## config.mk

```make
export PLATFORM = sky130hd
export DESIGN_NAME = tepq_cell
export DESIGN_NICKNAME = d
export VERILOG_FILES = /design/src/rtl/assert_macros.svh /design/src/rtl/tepq_pkg.sv /design/src/rtl/tepq_cell.sv
export SDC_FILE = /design/constraint.sdc
export NUM_CORES = 1
export LEC_CHECK = 0
export ABC_AREA = 1
export BUFFER_PORTS_ARGS = -buffer_cell sky130_fd_sc_hd__buf_2
export CAP_MARGIN = 20
export CORE_MARGIN = 10
export CORE_UTILIZATION = 40
export CTS_BUF_LIST = sky130_fd_sc_hd__clkbuf_8
export DETAILED_ROUTE_END_ITERATION = 10
export PLACE_DENSITY_LB_ADDON = 0.2
export SLEW_MARGIN = 20
export SYNTH_ARGS = -nofsm -noshare
export SYNTH_HDL_FRONTEND = slang
export SYNTH_SLANG_ARGS = --single-unit
```

## constraint.sdc

```tcl
create_clock -name i_clk -period 5.7 [get_ports i_clk]
set_input_delay 0.285 -clock i_clk [delete_from_list [all_inputs] [get_ports i_clk]]
set_output_delay 0.285 -clock i_clk [all_outputs]
set_load 0.02 [all_outputs]
```

## src/rtl/assert_macros.svh

```systemverilog
// Assertion macros shared by the RTL.
`ifndef ASSERT_MACROS_SVH
`define ASSERT_MACROS_SVH

// Check a condition at every clock edge out of reset.
`define ASSERT_ALWAYS(label, clk, rst_n, cond, msg) \
    label: assert property (@(posedge clk) disable iff (!rst_n) (cond)) else $error(msg);

// Check a consequent in the cycle after the antecedent.
`define ASSERT_NEXT(label, clk, rst_n, ante, cons, msg) \
    label: assert property (@(posedge clk) disable iff (!rst_n) (ante) |=> (cons)) \
        else $error(msg);

`endif

```

## src/rtl/tepq_pkg.sv

```systemverilog
package tepq_pkg;

    localparam int CMD_W  = 2;
    localparam int ID_W   = 5;
    localparam int TIME_W = 64;
    localparam int ST_W   = 2;

    localparam logic [CMD_W-1:0] CMD_ENQ = 2'd0;
    localparam logic [CMD_W-1:0] CMD_REM = 2'd1;
    localparam logic [CMD_W-1:0] CMD_DEQ = 2'd2;

    localparam logic [ST_W-1:0] ST_OK         = 2'd0;
    localparam logic [ST_W-1:0] ST_EMPTY      = 2'd1;
    localparam logic [ST_W-1:0] ST_NOT_QUEUED = 2'd2;
    localparam logic [ST_W-1:0] ST_FULL       = 2'd3;

    typedef struct packed {
        logic              occ;
        logic [ID_W-1:0]   ev_id;
        logic [TIME_W-1:0] ev_time;
    } t_cell;

    typedef struct packed {
        logic              rem;
        logic              ins;
        logic [ID_W-1:0]   ev_id;
        logic [TIME_W-1:0] ev_time;
    } t_ctl;

    // 72-bit input transaction, command in the lowest bits
    typedef struct packed {
        logic              pad;
        logic [TIME_W-1:0] ev_time;
        logic [ID_W-1:0]   ev_id;
        logic [CMD_W-1:0]  cmd;
    } t_in;

    // 144-bit result transaction, status in the lowest bits
    typedef struct packed {
        logic [2:0]        pad;
        logic [TIME_W-1:0] head_time;
        logic [ID_W-1:0]   head_id;
        logic              head_valid;
        logic [TIME_W-1:0] pop_time;
        logic [ID_W-1:0]   pop_id;
        logic [ST_W-1:0]   status;
    } t_out;

    localparam int IN_TDATA_W  = $bits(t_in);
    localparam int OUT_TDATA_W = $bits(t_out);

    localparam t_cell CELL_EMPTY = '{occ: 1'b0, ev_id: '0, ev_time: '0};

endpackage

```

## src/rtl/tepq_cell.sv

```systemverilog
module tepq_cell #(
    parameter int INDEX = 0,
    parameter int POS_W = 5
) (
    input  logic               i_clk,
    input  logic               i_rst_n,
    input  tepq_pkg::t_ctl     i_ctl,
    input  logic [POS_W-1:0]   i_pos,
    input  tepq_pkg::t_cell    i_left,
    input  logic               i_left_le,
    input  tepq_pkg::t_cell    i_right,
    output tepq_pkg::t_cell    o_cell,
    output logic               o_le,
    output logic               o_match
);

    logic                          r_occ;
    logic [tepq_pkg::ID_W-1:0]     r_id;
    logic [tepq_pkg::TIME_W-1:0]   r_time;
    tepq_pkg::t_cell               n_cell;

    assign o_cell  = '{occ: r_occ, ev_id: r_id, ev_time: r_time};
    assign o_le    = r_occ && (r_time <= i_ctl.ev_time);
    assign o_match = r_occ && (r_id == i_ctl.ev_id);

    always_comb begin
        n_cell = o_cell;
        if (i_ctl.rem && (POS_W'(INDEX) >= i_pos)) begin
            n_cell = i_right;
        end else if (i_ctl.ins && !o_le) begin
            if (i_left_le) begin
                n_cell = '{occ: 1'b1, ev_id: i_ctl.ev_id, ev_time: i_ctl.ev_time};
            end else begin
                n_cell = i_left;
            end
        end
    end

    always_ff @(posedge i_clk) begin
        if (!i_rst_n) begin
            r_occ <= 1'b0;
        end else begin
            r_occ <= n_cell.occ;
        end
    end

    always_ff @(posedge i_clk) begin
        r_id   <= n_cell.ev_id;
        r_time <= n_cell.ev_time;
    end

endmodule

```

-- Word-level counts from Yosys, hierarchy flattened
Index checks and enable logic that the tools add are counted.
- mux-type cells: 3
- equal/unequal tests: 1
- reductions and logical operators: 6
- magnitude comparators: 2
- operators by type and width (operator ; count):
    $mux 70 ; 3
    $le 64x64->1 ; 1
    $eq 5x5->1 ; 1
    $ge 1x5->1 const A ; 1
    $logic_and 1x1->1 ; 4
    $reduce_bool 2->1 ; 1
    $logic_not 1->1 ; 1
- output and inout port bits: 72
- word-level logic and storage cells: 15
- bits in registers: 70
- input bits: 219

-- Depth between registers and ports, before layout
Gate-level depths: netlist of run 1.
- depth in word-level cells: 6
- depth in mapped cells: 21
- gate-level depth less buffers: 21

-- Worst setup path after synthesis of run 1
No wires, ideal clock.
- path kind: register -> register
- from: reg r_time[43] (netlist name)
- to: reg r_id[0] (netlist name) (enable)
- stages on the path, launching flop included: 14
- period minus slack after synthesis: 3.543 ns
- arrival time: 3.114 ns
- path buffers: 0
- library setup time: 0.429 ns
- required time: 5.271 ns
- setup slack: 2.157 ns
- path through: edfxtp_1 ha_1 nand2_1 inv_2 nand3_2 nor2_1 nand3b_1 nor3b_2 nand2_1 nand2_1 nand2_1 nand2_2 nand2_2 nand2_1
- cells in the longest elaborated chain, start to end: 5
- ends and longest elaborated chain (what ; line ; RTL):
    start: declaration ; tepq_cell.sv:19 ; logic [tepq_pkg::TIME_W-1:0] r_time;
    start signal: assignment ; tepq_cell.sv:49 ; r_time <= n_cell.ev_time;
    $le 64x64->1 ; tepq_cell.sv:23 ; assign o_le = r_occ && (r_time <= i_ctl.ev_time);
    $logic_and 1x1->1 ; tepq_cell.sv:23 ;
    $logic_not 1->1 ; tepq_cell.sv:30 ; end else if (i_ctl.ins && !o_le) begin
    $logic_and 1x1->1 ; tepq_cell.sv:30 ;
    $reduce_bool 2->1 (no line) ; -- ;
    end signal: assignment ; tepq_cell.sv:48 ; r_id <= n_cell.ev_id;
    end: declaration ; tepq_cell.sv:18 ; logic [tepq_pkg::ID_W-1:0] r_id;
No other way between the ends.
A chain may end at the register's enable or synchronous reset.

-- Final worst setup path of run 1
- from: reg r_time[47] (netlist name)
- to: reg r_time[48] (netlist name) (enable)
- cells in the longest elaborated chain, start to end: 5
- ends and longest elaborated chain (what ; line):
    $le 64x64->1 ; tepq_cell.sv:23
    $logic_and 1x1->1 ; tepq_cell.sv:23
    $logic_not 1->1 ; tepq_cell.sv:30
    $logic_and 1x1->1 ; tepq_cell.sv:30
    $reduce_bool 2->1 (no line) ; --
No other way between the ends.

==> impl_metrics.ini, run 1 <==
[clock_tree]
cts-buffers-inserted = 9
clkTransAtPathRegs_ns = 0.08
cts_max_level = 3
clock_sinks = 70
clock_path_buffers = 2
post-cts-setup-buffers = 0
ctsResizeCount = 0
clockRootBuffer = clkbuf_8
cts_hold_buffers = 0
cts_tree = yes
clk_latency_ns = 0.34

[detailed_routing]
vias = 5268
drtIter0Drc = 165
detail_route.wirelength_um = 17360
drtPass1Iterations = 4
vias_per_cell = 4.670
drc_errors = 0
wl_per_cell_um = 15.39
ant_nets = 0

[grt]
gr-usage-met3_pct = 7.122
grt_overflow = 0
grt_max_degree = 73
gr-usage-met1_pct = 19.79
grt_pass1_vias = 5402
grt_pass1_wl_um = 26990
antenna_found_initial = 2
grtUsageMet2_pct = 32.50
grt-busiest-layer = met2
grt_usage_pct = 18.27

[pwr]
total_power_mw = 1.463
peakVddDrop_v = 0.0001017
power_density_mw_per_mm2 = 207.6
p_leak_nw = 3.665

[placement]
dpl.hpwl_um = 14310
gp_congestion = 0.8381
port_buffers = 290
pre_cts_ws_ns = 2.788

[timing]
hold_violations = 0
max_freq_mhz = 353.0
relSlewSlack_pct = 37.13
skew_ns = 0.01255
tightest_slew_ns = 0.9430
drv_slew = 0
rsz0062_at_grt = no
setup_viol = 0
fin_ws_ns = 2.867
fin_tns_setup_ns = 0
final.period_utilization_pct = 49.70
period_minus_slack_ns = 2.833
hold_slack_ns = 0.1605

[synth]
synth_seq_area_share_pct = 39.53
synth_cells = 678
ys_warn_count = 0
syn-num-nets = 961
synth_area_mm2 = 0.005293
synth.avg_cell_area_um2 = 7.806
yosys_register_bits = 70
ys_types = 31
netlist.area_leader.share_pct = 39.15
synth_top_cells_by_area = edfxtp_1, ha_1, a21oi_1
synth_top_cell_by_area = edfxtp_1

[flow_run]
timing.max_cap.violations = 0

[min_path]
holdPathStages = 3
worst_hold_startpoint = i_rst_n
holdPathEnd = r_occ
hold_path_class = primary input to register

[worst_setup_path]
reg2reg_to = r_time[48]
reg2reg_from = r_time[47]
path_class = register to register
crit_path_start_kind = register
arrival_ns = 2.80
cp_max_fo = 69
r2r_slack_ns = 2.87
r2r_cells = 11
crit_required_ns = 5.67
cp-end-kind = register

[floorplan]
start_util_pct = 41.43
std_cell_rows = 41
coreArea_mm2 = 0.01277
ios = 291
dieArea_mm2 = 0.01823
die_height_um = 135.0
die_w_um = 135.0

[finish]
final_cell_mix = buf_2, nand2_1, a21oi_1, nor2_1, inv_1
insertedDiodeCount = 0
fin_nets = 1234
area_growth_pct = 33.19
layout-drive-gt1-share_pct = 33.58
final_common_cell = buf_2
post-route-util_pct = 55.19

[outcome]
status = complete, no violations
==> flip-flops by register name, indices dropped and copies added, names as in the netlist <==
register  count
r_id          5
r_occ         1
r_time       64
==> layout make-up <==
type                    count  area [µm²]
clock buffers               9       123.9
clock inverters             7       65.06
fillers                  1324        5724
inverters                  84       315.3
multi-input cells         492        2754
flip-flops and latches     70        2092
well taps                 172       215.2
repair buffers            294        1484
==> worst max-delay path, cell delays in order, from the launching register on <==
cell	delay [ns]
edfxtp_1	0.40
ha_1	0.34
nand4_1	0.12
nor2_1	0.16
nand3b_1	0.13
nor3b_2	0.24
nand2_1	0.08
nand2_1	0.05
nand2_1	0.05
nand2_2	0.07
nand2_2	0.08
nand2_4	0.68
==> routing by layer <==
metal | share of wire [%] | wire length [µm] | up-vias
li1 | - | - | 2826
met1 | 40 | 6915 | 2244
met2 | 50 | 8594 | 181
met3 | 9.7 | 1681 | 13
met4 | 0.84 | 146 | 4
met5 | 0.12 | 21 | -
==> worst max-delay path by stage <==
stage / slack (ns) / to / cells past startpoint / start
after floorplan: 2.16 / r_id[0] / 13 / r_time[43]
after global placement: 2.82 / r_time[25] / 13 / i_ctl[47]
after detailed placement: 2.79 / r_time[39] / 13 / i_ctl[47]
after CTS: 2.81 / r_time[23] / 11 / r_time[47]
after global routing: 2.60 / r_time[23] / 10 / r_time[61]
final: 2.87 / r_time[48] / 11 / r_time[47]
==> stage by stage <==
step                      std cells  area, µm²
after global placement         1112       6860
after floorplan                 678       5293
final                          1128       7049
after CTS                      1128       7049
after detailed placement       1112       6860
after global routing           1128       7049
==> synth_stat cells <==
master      n
nand3_2     2
buf_1       8
nor3_1      2
nor2_1     86
inv_1      80
nor3b_2     1
o21bai_1    1
nand4_1     7
clkbuf_1   18
a21oi_1   100
nand2_2     2
nand2_1   131
dfxtp_1     1
edfxtp_1   69
nor3_2      1
o21ai_0    70
ha_1       64
buf_6       1
o22ai_1     1
nand3_1     5
buf_4       2
a21o_1      1
nor4_1      3
mux2i_1     2
nand3b_1    2
or2_2       1
buf_2       3
o21ai_1     5
xor2_1      2
o21a_1      3
inv_2       4
==> power by group <==
group | switching (mW) | internal, mW
registers | 0.0231 | 0.626
clock network | 0.199 | 0.199
logic | 0.245 | 0.171
total | 0.467 | 0.996
==> cells by family (layout without fill, tap and decap cells) <==
logic type                 count (synthesis)  in the layout  synth area share [%]
muxes                                      2              2                0.3783
xor gates and xnor gates                   2              2                0.3310
adders and majority gates                 64             64                 15.13
DFF                                       70             70                 39.53
AOI/OAI and AO/OA                        181            181                 17.38
buffers and inverters                    116            394                 8.581
and+or+nand+nor                          243            243                 18.68
Note: power is estimated with default switching activity, not from simulation.
==> run 2: changes to the inputs <==
- ABC_AREA: 1 -> 0
- clock period: 5.7 -> 2.7 ns (I/O delays scaled with it)
==> impl_metrics.ini, run 2 <==
[synth]
netlist.area_leader.share_pct = 39.42
syn-num-nets = 834
synth_top_cell_by_area = edfxtp_1
synth.avg_cell_area_um2 = 9.540
async_reset_ff_share_pct = 0
synth_seq_area_share_pct = 39.80
synth-edff-count = 69
ys_dominant_reg_cell = edfxtp_1
ys_warn_count = 0
synth_cells = 551
ys_types = 39
synth_top_cells_by_area = edfxtp_1, ha_1, mux2i_1
ys_top_cells_by_count = a21oi_1, nor2_1, edfxtp_1, mux2i_1, inv_1
yosys_register_bits = 70
synth_area_mm2 = 0.005256
yosysMostFrequentCell = a21oi_1

[finish]
layout-drive-gt1-share_pct = 41.08
area_growth_pct = 41.01
finalInstanceArea_mm2 = 0.007412
fin_nets = 1130
final_cell_mix = buf_2, a21oi_1, nor2_1, mux2i_1, edfxtp_1
top_regs = r_time (64), r_id (5), r_occ (1)
fillers = 1176
final_common_cell = buf_2
largest_reg_flops = 64
top_register = r_time
insertedDiodeCount = 0

[worst_setup_path]
path_class = register to output port
crit_required_ns = 2.57
slowest_stage = edfxtp_1
reg2reg_from = r_time[14]
critPathMaxStageDelay_ns = 0.39
cp_top_family = compound AO/OA/AOI/OAI gates
r2r_cells = 9
cp-end-kind = output port
crit_path_start_kind = register
cp_num_buf_inv = 2
crit_path_frequent_cell = o211ai_1
crit_chain = ha_1 -> nor2b_1 -> o211ai_1 -> a2111oi_2 -> nor4b_4 -> o211ai_1 -> a211o_1 -> buf_4 -> a21oi_2 -> buf_6
r2r_slack_ns = 0.05
cp_max_fo = 2
reg2reg_to = r_time[61]
arrival_ns = 2.63

[detailed_routing]
wl_per_cell_um = 17.70
drtPass1Iterations = 6
drc_errors = 0
drtIter0Drc = 217
vias_per_cell = 5.016
vias = 5136
detail_route.wirelength_um = 18120
ant_nets = 0

[pwr]
pwr-share-comb_pct = 34.6
power_density_mw_per_mm2 = 487.5
p_int_mw = 2.434
p_sw_share_pct = 32.65
seqPwrFrac_pct = 40.5
p_leak_nw = 3.805
peakVddDrop_v = 0.0003236
pwr-share-clk_pct = 24.8
p_switching_mw = 1.180

[grt]
grt_overflow = 0
grt_pass1_vias = 5630
grt_max_degree = 78
grt_usage_pct = 18.83
antenna_found_initial = 0
grt_pass1_wl_um = 27720

[floorplan]
dieArea_mm2 = 0.01813
ios = 291
die_w_um = 134.6
std_cell_rows = 41
die_height_um = 134.6
start_util_pct = 41.32
coreArea_mm2 = 0.01272

[timing]
max_freq_mhz = 361.7
skew_ns = 0.01639
hold_violations = 0
setup_viol = 1
hold_slack_ns = 0.03822
rsz0062_at_grt = yes
fin_ws_ns = -0.06464
period_minus_slack_ns = 2.765
drv_slew = 0
relSlewSlack_pct = 51.75
tightest_slew_ns = 0.7238
final.period_utilization_pct = 102.4

[clock_tree]
cts-buffers-inserted = 9
clockRootBuffer = clkbuf_8
clock_sinks = 70
clock_path_buffers = 2
cts_tree = yes
clk_latency_ns = 0.34
clkTransAtPathRegs_ns = 0.07
cts_max_level = 3

[min_path]
hold_path_class = primary input to register
worst_hold_startpoint = i_rst_n
holdPathStages = 3
holdPathEnd = r_occ

[outcome]
status = finished with violations
failed_checks = setup timing

[flow_run]
timing.max_cap.violations = 0

[placement]
dpl.hpwl_um = 15390
placed_cell_area_mm2 = 0.006965
gp_congestion = 0.8511
port_buffers = 290
pre_cts_ws_ns = -0.07420
-- run 2: repair_timing --
item,4_1_cts,5_1_grt
setup buffers,5,2
hold buffers,0,0
pin swaps,3,7
setup endpoints to repair,69,69
hold endpoints to repair,0,0
resized for setup,17,11
-- run 2: cells by family (layout without fill, tap and decap cells) --
logic type	count (synthesis)	in the layout	synth area share, %
adder cells (fa/ha/maj)	64	64	15.23
AND/OR/NAND/NOR	125	125	10.90
buffers and inverters	90	391	6.546
multiplexers	70	70	13.35
AO/OA/AOI/OAI	127	127	13.33
XOR/XNOR	5	5	0.8331
flip-flops	70	70	39.80
-- run 2: area by class of cell --
cell class | instances | area [µm²] | share of cell area (%)
multi-input cells | 391 | 3012 | 40.63
well taps | 172 | 215.2 | 2.903
clock inverters | 7 | 81.33 | 1.097
clock buffers | 9 | 123.9 | 1.671
flip-flops and latches | 70 | 2092 | 28.22
repair buffers | 309 | 1640 | 22.13
inverters | 66 | 247.7 | 3.342
-- run 2: how the worst max path moves through the flow --
stage,start,slack [ns],to,cells after the start
floorplan,r_time[1],-0.04,r_id[0],8
CTS,r_time[25],-0.05,o_le,9
global placement,r_time[7],-0.05,r_time[45],9
finish,r_time[1],-0.06,o_le,10
detailed placement,r_time[5],-0.07,r_id[2],9
global route,r_time[23],-0.13,o_le,10
-- run 2: power by group through the flow --
stage	combinational (mW)	clock, mW	sequential, mW
5_1_grt	1.38	0.969	1.48
3_3_place_gp	1.15	0	1.47
4_1_cts	1.24	0.917	1.46
3_5_place_dp	1.18	0	1.48
2_1_floorplan	0.491	0	1.65
6_report	1.25	0.897	1.47
-- run 2: metal layers --
metal	share of wire (%)	track usage, %
met5	0	0
met4	1.6	5.441
met3	8.1	6.194
met2	51	34.24
met1	39	20.19
-- run 2: worst min-delay path, delay by kind of cell --
| kind | cells | cell delay [ns] |
|---|---|---|
| buffers and inverters | 1 | 0.09 |
| AOI/OAI and AO/OA | 2 | 0.12 |
-- run 2: per-stage QoR --
stage | util [%] | TNS (ns) | power (mW) | cells
floorplan | - | -2.925 | 2.137 | 551
global placement | 54.75 | -3.035 | 2.624 | 1001
detailed placement | 54.75 | -4.603 | 2.666 | 1001
CTS | 57.58 | -0.04732 | 3.619 | 1022
global route | 58.26 | -3.728 | 3.828 | 1024
finish | 58.26 | -0.06464 | 3.613 | 1024
