==> src/rtl/assert_macros.svh <==
// Assertion macros shared by the RTL.
`ifndef ASSERT_MACROS_SVH
`define ASSERT_MACROS_SVH

// Check a condition at every clock edge out of reset.
`define ASSERT_ALWAYS(label, clk, rst_n, cond, msg) \
    label: assert property (@(posedge clk) disable iff (!rst_n) (cond)) else $error(msg);

// Check a consequent in the cycle after the antecedent.
`define ASSERT_NEXT(label, clk, rst_n, ante, cons, msg) \
    label: assert property (@(posedge clk) disable iff (!rst_n) (ante) |=> (cons)) \
        else $error(msg);

`endif

==> src/rtl/tepq_enc.sv <==
module tepq_enc #(
    parameter int N     = 32,
    parameter int POS_W = 5
) (
    input  logic [N-1:0]     i_match,
    output logic [POS_W-1:0] o_pos,
    output logic             o_found
);

    always_comb begin
        logic [POS_W-1:0] idx;
        o_pos = '0;
        for (int i = 0; i < N; i++) begin
            idx   = POS_W'(i);
            o_pos = o_pos | ({POS_W{i_match[i]}} & idx);
        end
    end

    assign o_found = |i_match;

endmodule

==> config.mk <==
export PLATFORM = sky130hd
export DESIGN_NAME = tepq_enc
export DESIGN_NICKNAME = d
export VERILOG_FILES = /design/src/rtl/assert_macros.svh /design/src/rtl/tepq_enc.sv
export SDC_FILE = /design/constraint.sdc
export NUM_CORES = 1
export LEC_CHECK = 0
export ABC_AREA = 1
export BUFFER_PORTS_ARGS = -buffer_cell sky130_fd_sc_hd__buf_2
export CORE_AREA = 2 2 39 41
export DETAILED_ROUTE_END_ITERATION = 10
export DIE_AREA = 0 0 41 43
export PLACE_DENSITY_LB_ADDON = 0.25
export SYNTH_ARGS = -nofsm -noshare
export SYNTH_HDL_FRONTEND = slang
export SYNTH_SLANG_ARGS = --single-unit
==> constraint.sdc <==
create_clock -name vclk -period 0.9
set_clock_uncertainty 0.1 [all_clocks]
set_input_delay 0.135 -clock vclk [all_inputs]
set_output_delay 0.135 -clock vclk [all_outputs]
set_load 0.02 [all_outputs]
* Word-level counts from Yosys, hierarchy flattened
Cells that the tools add are included.
** Operators by class
- Bitwise gates (word level) :: 30
- Reductions and logical operators :: 1
** Operators with widths (count)
- OR 5 bit :: 16
- OR reduction 32 bit :: 1
- OR 4 bit :: 6
- OR 3 bit :: 3
- OR 5 x 4 -> 5 bit :: 1
- OR 3 x 4 -> 4 bit :: 1
- OR 2 x 3 -> 3 bit :: 1
- OR 1 x 2 -> 2 bit :: 1
- OR 2 bit :: 1
** Word-level totals
- Bits in registers :: 0
- Output and inout port bits :: 6
- Logic and storage cells :: 31

* Depth between registers and ports, before layout
Gate-level depths: netlist of the first run.
- Depth in word-level cells :: 30
- Depth in mapped cells :: 6
- Gate-level depth less buffers :: 6

* Least setup slack after synthesis of the first run
No wires, ideal clock.
- Path type :: input to output
- Start point :: input i_match[31]
- End point :: output o_found
- Arrival :: 0.652 ns
- Slack :: 0.013 ns
- Stages on the path :: 6
- Buffers on the path :: 0
- Cell sequence :: inv_2 > nand2_4 > nor2_4 > nand2_2 > nor2_2 > nand2_1
** Between the ends
- Longest elaborated chain between the ends :: 1
** Ends and longest elaborated chain
- start: declaration :: line tepq_enc.sv:5 : input logic [N-1:0] i_match,
- OR reduction 32 bit :: line tepq_enc.sv:19 : assign o_found = |i_match;
- end: declaration :: line tepq_enc.sv:7 : output logic o_found
Every way passes these cells.

* Worst setup path after layout of the first run
- Start point :: input i_match[9]
- End point :: output o_found
The elaborated chain is that of the path after synthesis.

==> out/qor.yml, run 1 <==
sta:
  post-route-min-period_ns: 1.089
  relSlewSlack_pct: 89.71
  timing.hold.ws_ns: 0.5603
  fin_crit_sh_pct: 121.0
  fmax_ghz: 0.9182
  final-hold-violation-count: 0
  tightest_slew_ns: 0.1531
  finalMaxSlewViolations: 0
  setup_ws_ns: -0.1890
  setup_violations: 6
  rsz0062_at_grt: "yes"
placed_design:
  place.port_buffers: 38
  placed_cells: 132
  globalplace.congestion: 0.7445
  dp_hpwl_um: 891
floorplan:
  initial_core_util_pct: 25.14
  fp-row-count: 14
  die_h_um: 43
  ios: 38
  coreArea_um2: 1384
  die_x_um: 41
  dieArea_um2: 1763
outcome:
  status: "finished with violations"
  violations: "negative setup slack"
final_layout:
  final_cell_mix: "buf_6 (24), buf_2 (16), inv_2 (11), nand2_1 (9), nand2_2 (8)"
  nNetsFinal: 154
  syn_to_final_growth_pct: 153.2
  design.seq.count: 0
  multi_input_area_um2: 324.1
  fin_cells: 136
  regArea_um2: 0
  nClkBuffers: 0
  final_common_cell: "buf_6"
  nFillCells: 134
  n_antenna_cell: 0
  drive_above_1_share_pct: 76.67
power_and_ir_drop:
  cellLeakagePower_nw: 0.4441
  peakVddDrop_mv: 0.2063
  p_per_area_nw_per_um2: 344.0
drt:
  drc: 0
  dr_total_vias: 580
  viasPerCell: 4.265
  avgRoutedWirePerCell_um: 9.199
  totalWireLength_um: 1251
  firstDrtPassIters: 4
  dr.first_iter.drc_count: 3
  postRouteAntennaNets: 0
logic_synthesis:
  yosysSeqAreaShare_pct: 0
  syn_area_um2: 347.8
  syn_nets: 105
  synth.distinct_cells: 12
  yosysWarnings: 0
  avgSynthCellArea_um2: 4.765
  synthCells: 73
flow_run:
  drv_cap: 0
global_routing:
  grt_max_degree: 4
  grt_most_used_layer: "met2"
  use_met3_pct: 0
  use_met2_pct: 30.00
  grt_use_total_pct: 14.09
  antenna_found_initial: 0
  grt.overflow.total: 0
  first_global_vias: 541
  grt_use_met1_pct: 14.24
  grt_pass1_wl_um: 1835
worst_setup_path:
  endpoint: "o_found"
  critPathLaunchType: "input port"
  end_kind: "primary output"
  cp-startpoint: "i_match[9]"
  worstSetupPathType: "input port to primary output"
  crit_required_ns: 0.66
  worstPathMaxFanout: 2
  arrival_ns: 0.85
min_path:
  min_path_type: "input port to primary output"
clocking:
  cts_hold_buf: 0
layout make-up:
| class | instances | share of cell area [%] |
|---|---|---|
| Inverter | 25 | 13.49 |
| Multi-Input combinational cell | 48 | 36.79 |
| Tap cell | 16 | 2.273 |
| Timing Repair Buffer | 47 | 47.44 |
critical path, cell delays in order:
cell     delay (ns)
buf_6          0.09
inv_2          0.06
nand2_2        0.07
nor2_4         0.12
nand2_1        0.07
nor2_1         0.12
nand2_1        0.07
buf_6          0.13
how the worst min path moves through the flow:
| stage | from | endpoint | slack (ns) | cells past startpoint |
|---|---|---|---|---|
| after floorplan | i_match[22] | o_pos[1] | 0.42 | 4 |
| after CTS | i_match[7] | o_pos[0] | 0.55 | 6 |
| final | i_match[7] | o_pos[0] | 0.56 | 6 |
| after global routing | i_match[7] | o_pos[0] | 0.58 | 6 |
| after detailed placement | i_match[22] | o_pos[1] | 0.59 | 6 |
| after global placement | i_match[22] | o_pos[1] | 0.59 | 6 |
Yosys cell counts:
cell | number | area share, %
nand2_4 | 2 | 6.5
nor2_1 | 12 | 13
nor2_2 | 2 | 3.6
nand3_1 | 1 | 1.4
nand2_2 | 4 | 7.2
inv_2 | 8 | 8.6
nor3_1 | 2 | 2.9
inv_1 | 17 | 18
nand2_1 | 15 | 16
nor2_4 | 3 | 9.7
nand4_1 | 5 | 9.0
and2_1 | 2 | 3.6
timing repair:
action | in CTS | in global routing
pin swaps | 26 | 18
endpoints found under the setup margin | 6 | 6
setup buffers | 2 | 2
resized for setup | 47 | 28
power by group:
group	total, mW	internal, mW	leakage (nW)	switching, mW
registers	0	0	0	0
logic	0.303	0.175	0.444	0.128
clock network	0	0	0	0
cells by family (layout without fill, tap and decap cells):
kind of cell,Yosys count,count (layout),synth area share (%)
buffers and inverters,25,72,26.98
AND/OR/NAND/NOR,48,48,73.01
routing by layer:
metal / share of wire, % / wire length, um
met4: 0 / 0
met3: 6.6 / 83
met2: 61 / 758
met5: 0 / 0
met1: 33 / 409
stage by stage:
step / worst slack, ns / TNS (ns) / cell area (um^2) / utilization [%] / power, mW
final: -0.1890 / -0.8293 / 880.8 / 63.65 / 0.3030
after global routing: -0.2382 / -1.129 / 880.8 / 63.65 / 0.3308
after CTS: -0.1886 / -0.7736 / 767.0 / 55.43 / 0.2507
after detailed placement: -0.2112 / -0.9195 / 595.6 / 43.04 / 0.1780
after global placement: -0.1977 / -0.9098 / 595.6 / 43.04 / 0.1760
after floorplan: 0.01258 / 0 / 347.8 / - / 0.07963
Note: power is estimated with default switching activity, not from simulation.
==> run 2, diff against run 1 <==
--- a/config.mk
+++ b/config.mk
@@ -10,7 +10,6 @@
 export CORE_AREA = 2 2 39 41
 export DETAILED_ROUTE_END_ITERATION = 10
 export DIE_AREA = 0 0 41 43
-export PLACE_DENSITY_LB_ADDON = 0.25
 export SYNTH_ARGS = -nofsm -noshare
 export SYNTH_HDL_FRONTEND = slang
 export SYNTH_SLANG_ARGS = --single-unit
==> run 2 against run 1 <==
  * The flow still finishes with violations (negative setup slack)
  * Hold slack lost 0.0092 ns
  * Fmax up 3.3%
  * Power shrank 10%
  * Largest cell class unchanged
==> out/qor.yml, run 2 (same netlist as run 1, synthesis figures left out) <==
sta:
  tightest_slew_ns: 0.1562  # +0.003020 ns
  relSlewSlack_pct: 89.51  # -0.20 points
  fmax_ghz: 0.9488  # +3.3%
  fin_crit_sh_pct: 117.1  # -3.9 points
  finalMaxSlewViolations: 0  # unchanged
  rsz0062_at_grt: "yes"
  post-route-min-period_ns: 1.054  # -0.03510 ns
  setup_ws_ns: -0.1539  # +0.03510 ns
  final-hold-violation-count: 0  # unchanged
  timing.hold.ws_ns: 0.5511  # -0.009243 ns
  setup_violations: 6  # unchanged
flow_run:
  drv_cap: 0  # unchanged
placed_design:
  globalplace.congestion: 0.7736  # +3.9%
  place_area_um2: 595.6  # unchanged
  dp_hpwl_um: 867.1  # -2.7%
  place.port_buffers: 38  # unchanged
final_layout:
  design.seq.count: 0  # unchanged
  final_common_cell: "buf_6"
  regArea_um2: 0  # unchanged
  syn_to_final_growth_pct: 136.7
  nNetsFinal: 151  # -1.9%
  n_antenna_cell: 0  # unchanged
  final_cell_mix: "buf_6 (26), buf_2 (14), inv_2 (12), nand2_1 (11), nand2_2 (8)"
  design_area_um2: 823.3  # -6.5%
  nFillCells: 127  # -5.2%
  nClkBuffers: 0  # unchanged
  drive_above_1_share_pct: 72.65  # -4.0 points
power_and_ir_drop:
  p_total_uw: 272.6  # -10%
  p_per_area_nw_per_um2: 331.1  # -3.7%
  peakVddDrop_mv: 0.1853  # -10%
  cellLeakagePower_nw: 0.4199  # -5.4%
worst_setup_path:
  critPathLaunchType: "input port"
  end_kind: "primary output"
  worstPathMaxFanout: 2  # unchanged
  crit_required_ns: 0.66  # about the same
  arrival_ns: 0.82  # -0.03 ns
  worstSetupPathType: "input port to primary output"
global_routing:
  first_global_vias: 490  # -9.4%
  grt_max_degree: 4  # unchanged
  grt.overflow.total: 0  # unchanged
  grt_pass1_wl_um: 1649  # -10%
  antenna_found_initial: 0  # unchanged
  grt_use_total_pct: 12.19  # -1.9 points
floorplan:
  coreArea_um2: 1384  # unchanged
  ios: 38  # unchanged
  die_h_um: 43  # unchanged
  fp-row-count: 14  # unchanged
  dieArea_um2: 1763  # unchanged
  initial_core_util_pct: 25.14  # unchanged
  die_x_um: 41  # unchanged
outcome:
  violations: "negative setup slack"
  status: "finished with violations"
min_path:
  min_path_type: "input port to primary output"
  whs_path_depth: 6  # unchanged
drt:
  drc: 0  # unchanged
  viasPerCell: 4.256  # -0.21%
  totalWireLength_um: 1120  # -10%
  dr_total_vias: 566  # -2.4%
  avgRoutedWirePerCell_um: 8.421  # -8.5%
  postRouteAntennaNets: 0  # unchanged
  firstDrtPassIters: 4  # unchanged
  dr.first_iter.drc_count: 4  # +1
clocking:
  cts_hold_buf: 0  # unchanged
## run 2: changes by cell type in the layout (fill, tap and decap cells not counted), moves of 2 or more
cell | before | now
buf_2 | 16 | 14
buf_6 | 24 | 26
buf_8 | 2 | 0
inv_6 | 2 | 0
nand2_1 | 9 | 11
nand2_4 | 4 | 2
## run 2: worst paths after layout
path         from  endpoint  slack (ns)
max   i_match[27]   o_found       -0.15
min    i_match[7]  o_pos[0]        0.55
## run 2: report_power, final
part	internal (mW)	leakage [nW]	switching, mW
combinational	0.162	0.420	0.111
sequential	0	0	0
clock	0	0	0
## run 2: timing repair
item | 4_1_cts | 5_1_grt
pin swaps | 23 | 17
endpoints found under the hold margin | 0 | 0
buffers inserted | 1 | 0
resized for setup | 43 | 19
setup endpoints to repair | 6 | 6
## run 2: critical path, cell delays in order
cell and delay (ns):
buf_6 0.09, inv_2 0.07, nand2_4 0.06, nor2_4 0.11, nand2_2 0.05, nor2_2 0.11, nand2_1 0.07, buf_6 0.13
## run 2: cell type report
| type | count | area [um^2] | area share [%] |
|---|---|---|---|
| Tap cell | 16 | 20.02 | 2.432 |
| Inverter | 25 | 108.9 | 13.22 |
| Timing Repair Buffer | 44 | 392.9 | 47.72 |
| Multi-Input combinational cell | 48 | 301.5 | 36.63 |
## run 2: per-stage QoR
stage / worst slack [ns] / utilization [%] / instances / setup TNS (ns)
after floorplan: 0.01258 / - / 73 / 0
after global placement: -0.2003 / 43.04 / 132 / -0.8454
after detailed placement: -0.2017 / 43.04 / 132 / -0.8486
after CTS: -0.1736 / 53.53 / 133 / -0.7138
after global routing: -0.2045 / 59.49 / 133 / -0.9275
final: -0.1539 / 59.49 / 133 / -0.6569
## run 2: layer usage
metal / track usage (%) / share of wire (%) / up-vias / routed length [um]
met3: 1.047 / 8.2 / 2 / 92
met2: 24.06 / 55 / 19 / 615
met1: 13.61 / 36 / 246 / 403
met4: 0 / 0.89 / 0 / 10
met5: 0 / 0 / - / 0
li1: - / - / 299 / -
==> run 3, diff against run 2 <==
--- a/config.mk
+++ b/config.mk
@@ -5,7 +5,6 @@
 export SDC_FILE = /design/constraint.sdc
 export NUM_CORES = 1
 export LEC_CHECK = 0
-export ABC_AREA = 1
 export BUFFER_PORTS_ARGS = -buffer_cell sky130_fd_sc_hd__buf_2
 export CORE_AREA = 2 2 39 41
 export DETAILED_ROUTE_END_ITERATION = 10
==> run 3 against run 2 <==
  * The flow still finishes with violations (negative setup slack)
  * Final cell count down 31%
  * Via count down 21%
  * Synthesized area down 53%
  * Die area unchanged
  * Global-route usage up 0.50 points
  * Combinational power down 29%
  * Power down 29%
  * Sequential cell count unchanged
  * Count of clock-buffer cells in the layout unchanged
  * Utilization down 13 points
  * Cell area down 22%
  * Fmax down 33%
==> out/qor.yml, run 3 <==
sta:
  fin_crit_sh_pct: 173.7  # +57 points
  rsz0062_at_grt: "yes"
  relSlewSlack_pct: 76.68  # -13 points
  post-route-min-period_ns: 1.563  # +0.5094 ns
  setup_ws_ns: -0.6634  # -0.5094 ns
  setup_violations: 6  # unchanged
  final-hold-violation-count: 0  # unchanged
  tightest_slew_ns: 0.3467  # +0.1905 ns
  fmax_ghz: 0.6396  # -33%
  finalMaxSlewViolations: 0  # unchanged
global_routing:
  grt_max_degree: 4  # unchanged
  grt.overflow.total: 0  # unchanged
  grt_use_total_pct: 12.69  # +0.50 points
  first_global_vias: 435  # -11%
  grt_pass1_wl_um: 1628  # -1.3%
  antenna_found_initial: 0  # unchanged
outcome:
  violations: "negative setup slack"
  status: "finished with violations"
logic_synthesis:
  ys_top_cells_by_area: "nor4_1 (45%), or4_1 (14%), nand4b_1 (11%), nand4_1 (7.6%), or4_4 (6.8%)"
  synth_area_leader_cell: "nor4_1"
  synth.distinct_cells: 9  # -3
  yosysSeqAreaShare_pct: 0  # unchanged
  syn_nets: 57  # -46%
  yosysWarnings: 0  # unchanged
  synthCells: 25  # -66%
  synth_top_area_share_pct: 45.45  # +27 points
  synth_commonest_cells: "nor4_1 (12), or4_1 (3), nand4_1 (2), nand4b_1 (2), nor2_1 (2)"
  syn_area_um2: 165.2  # -53%
  synthMostInstantiatedCell: "nor4_1"
  avgSynthCellArea_um2: 6.606  # +39%
worst_setup_path:
  worstPathMaxFanout: 2  # unchanged
  crit_top_cell: "buf_2"
  end_kind: "primary output"
  critPathLaunchType: "input port"
  cpPeakStageDelay_ns: 0.55  # +0.42 ns
  crit_slowest_cell: "or4_4"
  crit_required_ns: 0.66  # about the same
  worstSetupPathType: "input port to primary output"
  arrival_ns: 1.33  # +0.51 ns
  crit_chain: "buf_2, or4_4, nor4bb_4, nand4_1, buf_2"
  cp-startpoint: "i_match[8]"
final_layout:
  nNetsFinal: 110  # -27%
  design.seq.count: 0  # unchanged
  final_cell_mix: "buf_2 (29), buf_4 (13), nor4_1 (8), buf_6 (8), or4_4 (4)"
  regArea_um2: 0  # unchanged
  nClkBuffers: 0  # unchanged
  design_area_um2: 638.1  # -22%
  final_common_cell: "buf_2"
  n_antenna_cell: 0  # unchanged
  drive_above_1_share_pct: 82.89  # +10 points
  final_util_pct: 46.11  # -13 points
  syn_to_final_growth_pct: 286.4
power_and_ir_drop:
  clkPwrFrac_pct: 0  # unchanged
  seq_power_share_pct: 0  # unchanged
  cellLeakagePower_nw: 0.2908  # -31%
  p_int_uw: 118.6  # -27%
  pwr-share-comb_pct: 100.0  # about the same
  p_switching_uw: 75.46  # -32%
  p_per_area_nw_per_um2: 304.1  # -8.1%
  peakVddDrop_mv: 0.1157  # -38%
  p_total_uw: 194.1  # -29%
  switching_share_pct: 38.88  # -1.8 points
drt:
  totalWireLength_um: 1074  # -4.1%
  dr.first_iter.drc_count: 1  # -3
  postRouteAntennaNets: 0  # unchanged
  viasPerCell: 4.870  # +14%
  drc: 0  # unchanged
  dr_total_vias: 448  # -21%
  firstDrtPassIters: 4  # unchanged
  avgRoutedWirePerCell_um: 11.67  # +39%
clocking:
  cts_hold_buf: 0  # unchanged
min_path:
  min-delay-start: "i_match[1]"
  min_path_type: "input port to primary output"
placed_design:
  place.port_buffers: 38  # unchanged
  place_area_um2: 511.7  # -14%
  dp_hpwl_um: 928.1  # +7.0%
  place_ws_ns: -0.6703  # -0.4686 ns
  globalplace.congestion: 0.7155  # -7.5%
floorplan:
  die_h_um: 43  # unchanged
  ios: 38  # unchanged
  initial_core_util_pct: 11.93  # -13 points
  die_x_um: 41  # unchanged
  fp-row-count: 14  # unchanged
  coreArea_um2: 1384  # unchanged
  dieArea_um2: 1763  # unchanged
flow_run:
  drv_cap: 0  # unchanged
==> run 3: final cells by class <==
class / count / area, um^2
fillers: 141 / 745.7
multi-input cells: 25 / 270.3
well taps: 16 / 20.02
repair buffers: 51 / 347.8
==> run 3: worst max-delay path, delay by kind of cell <==
family / cells / cell delay [ns]
buf+inv: 2 / 0.27
simple gates: 3 / 0.92
==> run 3: kinds of logic after synthesis <==
kind of cell / synth area share (%)
AND/OR/NAND/NOR: 99.99
==> run 3: layer usage <==
| layer | global-route usage, % | vias up | wire length, um |
|---|---|---|---|
| met4 | 0 | 0 | 0 |
| met1 | 16.14 | 202 | 371 |
| met5 | 0 | - | 0 |
| met2 | 23.75 | 20 | 604 |
| li1 | - | 226 | - |
| met3 | 0 | 0 | 99 |
==> run 3: worst paths after layout <==
path / endpoint / slack, ns / cells past startpoint
max: o_found / -0.66 / 5
min: o_pos[0] / 0.50 / 4
==> run 3: power groups by stage <==
stage          sequential (mW)  combinational, mW  clock [mW]
3_5_place_dp                 0              0.151           0
3_3_place_gp                 0              0.148           0
6_report                     0              0.194           0
4_1_cts                      0              0.163           0
2_1_floorplan                0             0.0247           0
5_1_grt                      0              0.210           0
==> run 3: timing repair <==
item                                   CTS  global route
resized for setup                        9            12
setup endpoints to repair                6             6
setup buffers                            0             2
endpoints found under the hold margin    0             0
pin swaps                                3             7
==> run 3: metrics by stage <==
stage               setup TNS (ns)  hold slack, ns  std cells
finish                      -3.074          0.4976         92
global route                -3.359          0.5212         92
CTS                         -3.134          0.4975         90
global placement            -3.195          0.5260         90
floorplan                   -1.805          0.2837         25
detailed placement          -3.196          0.5190         90
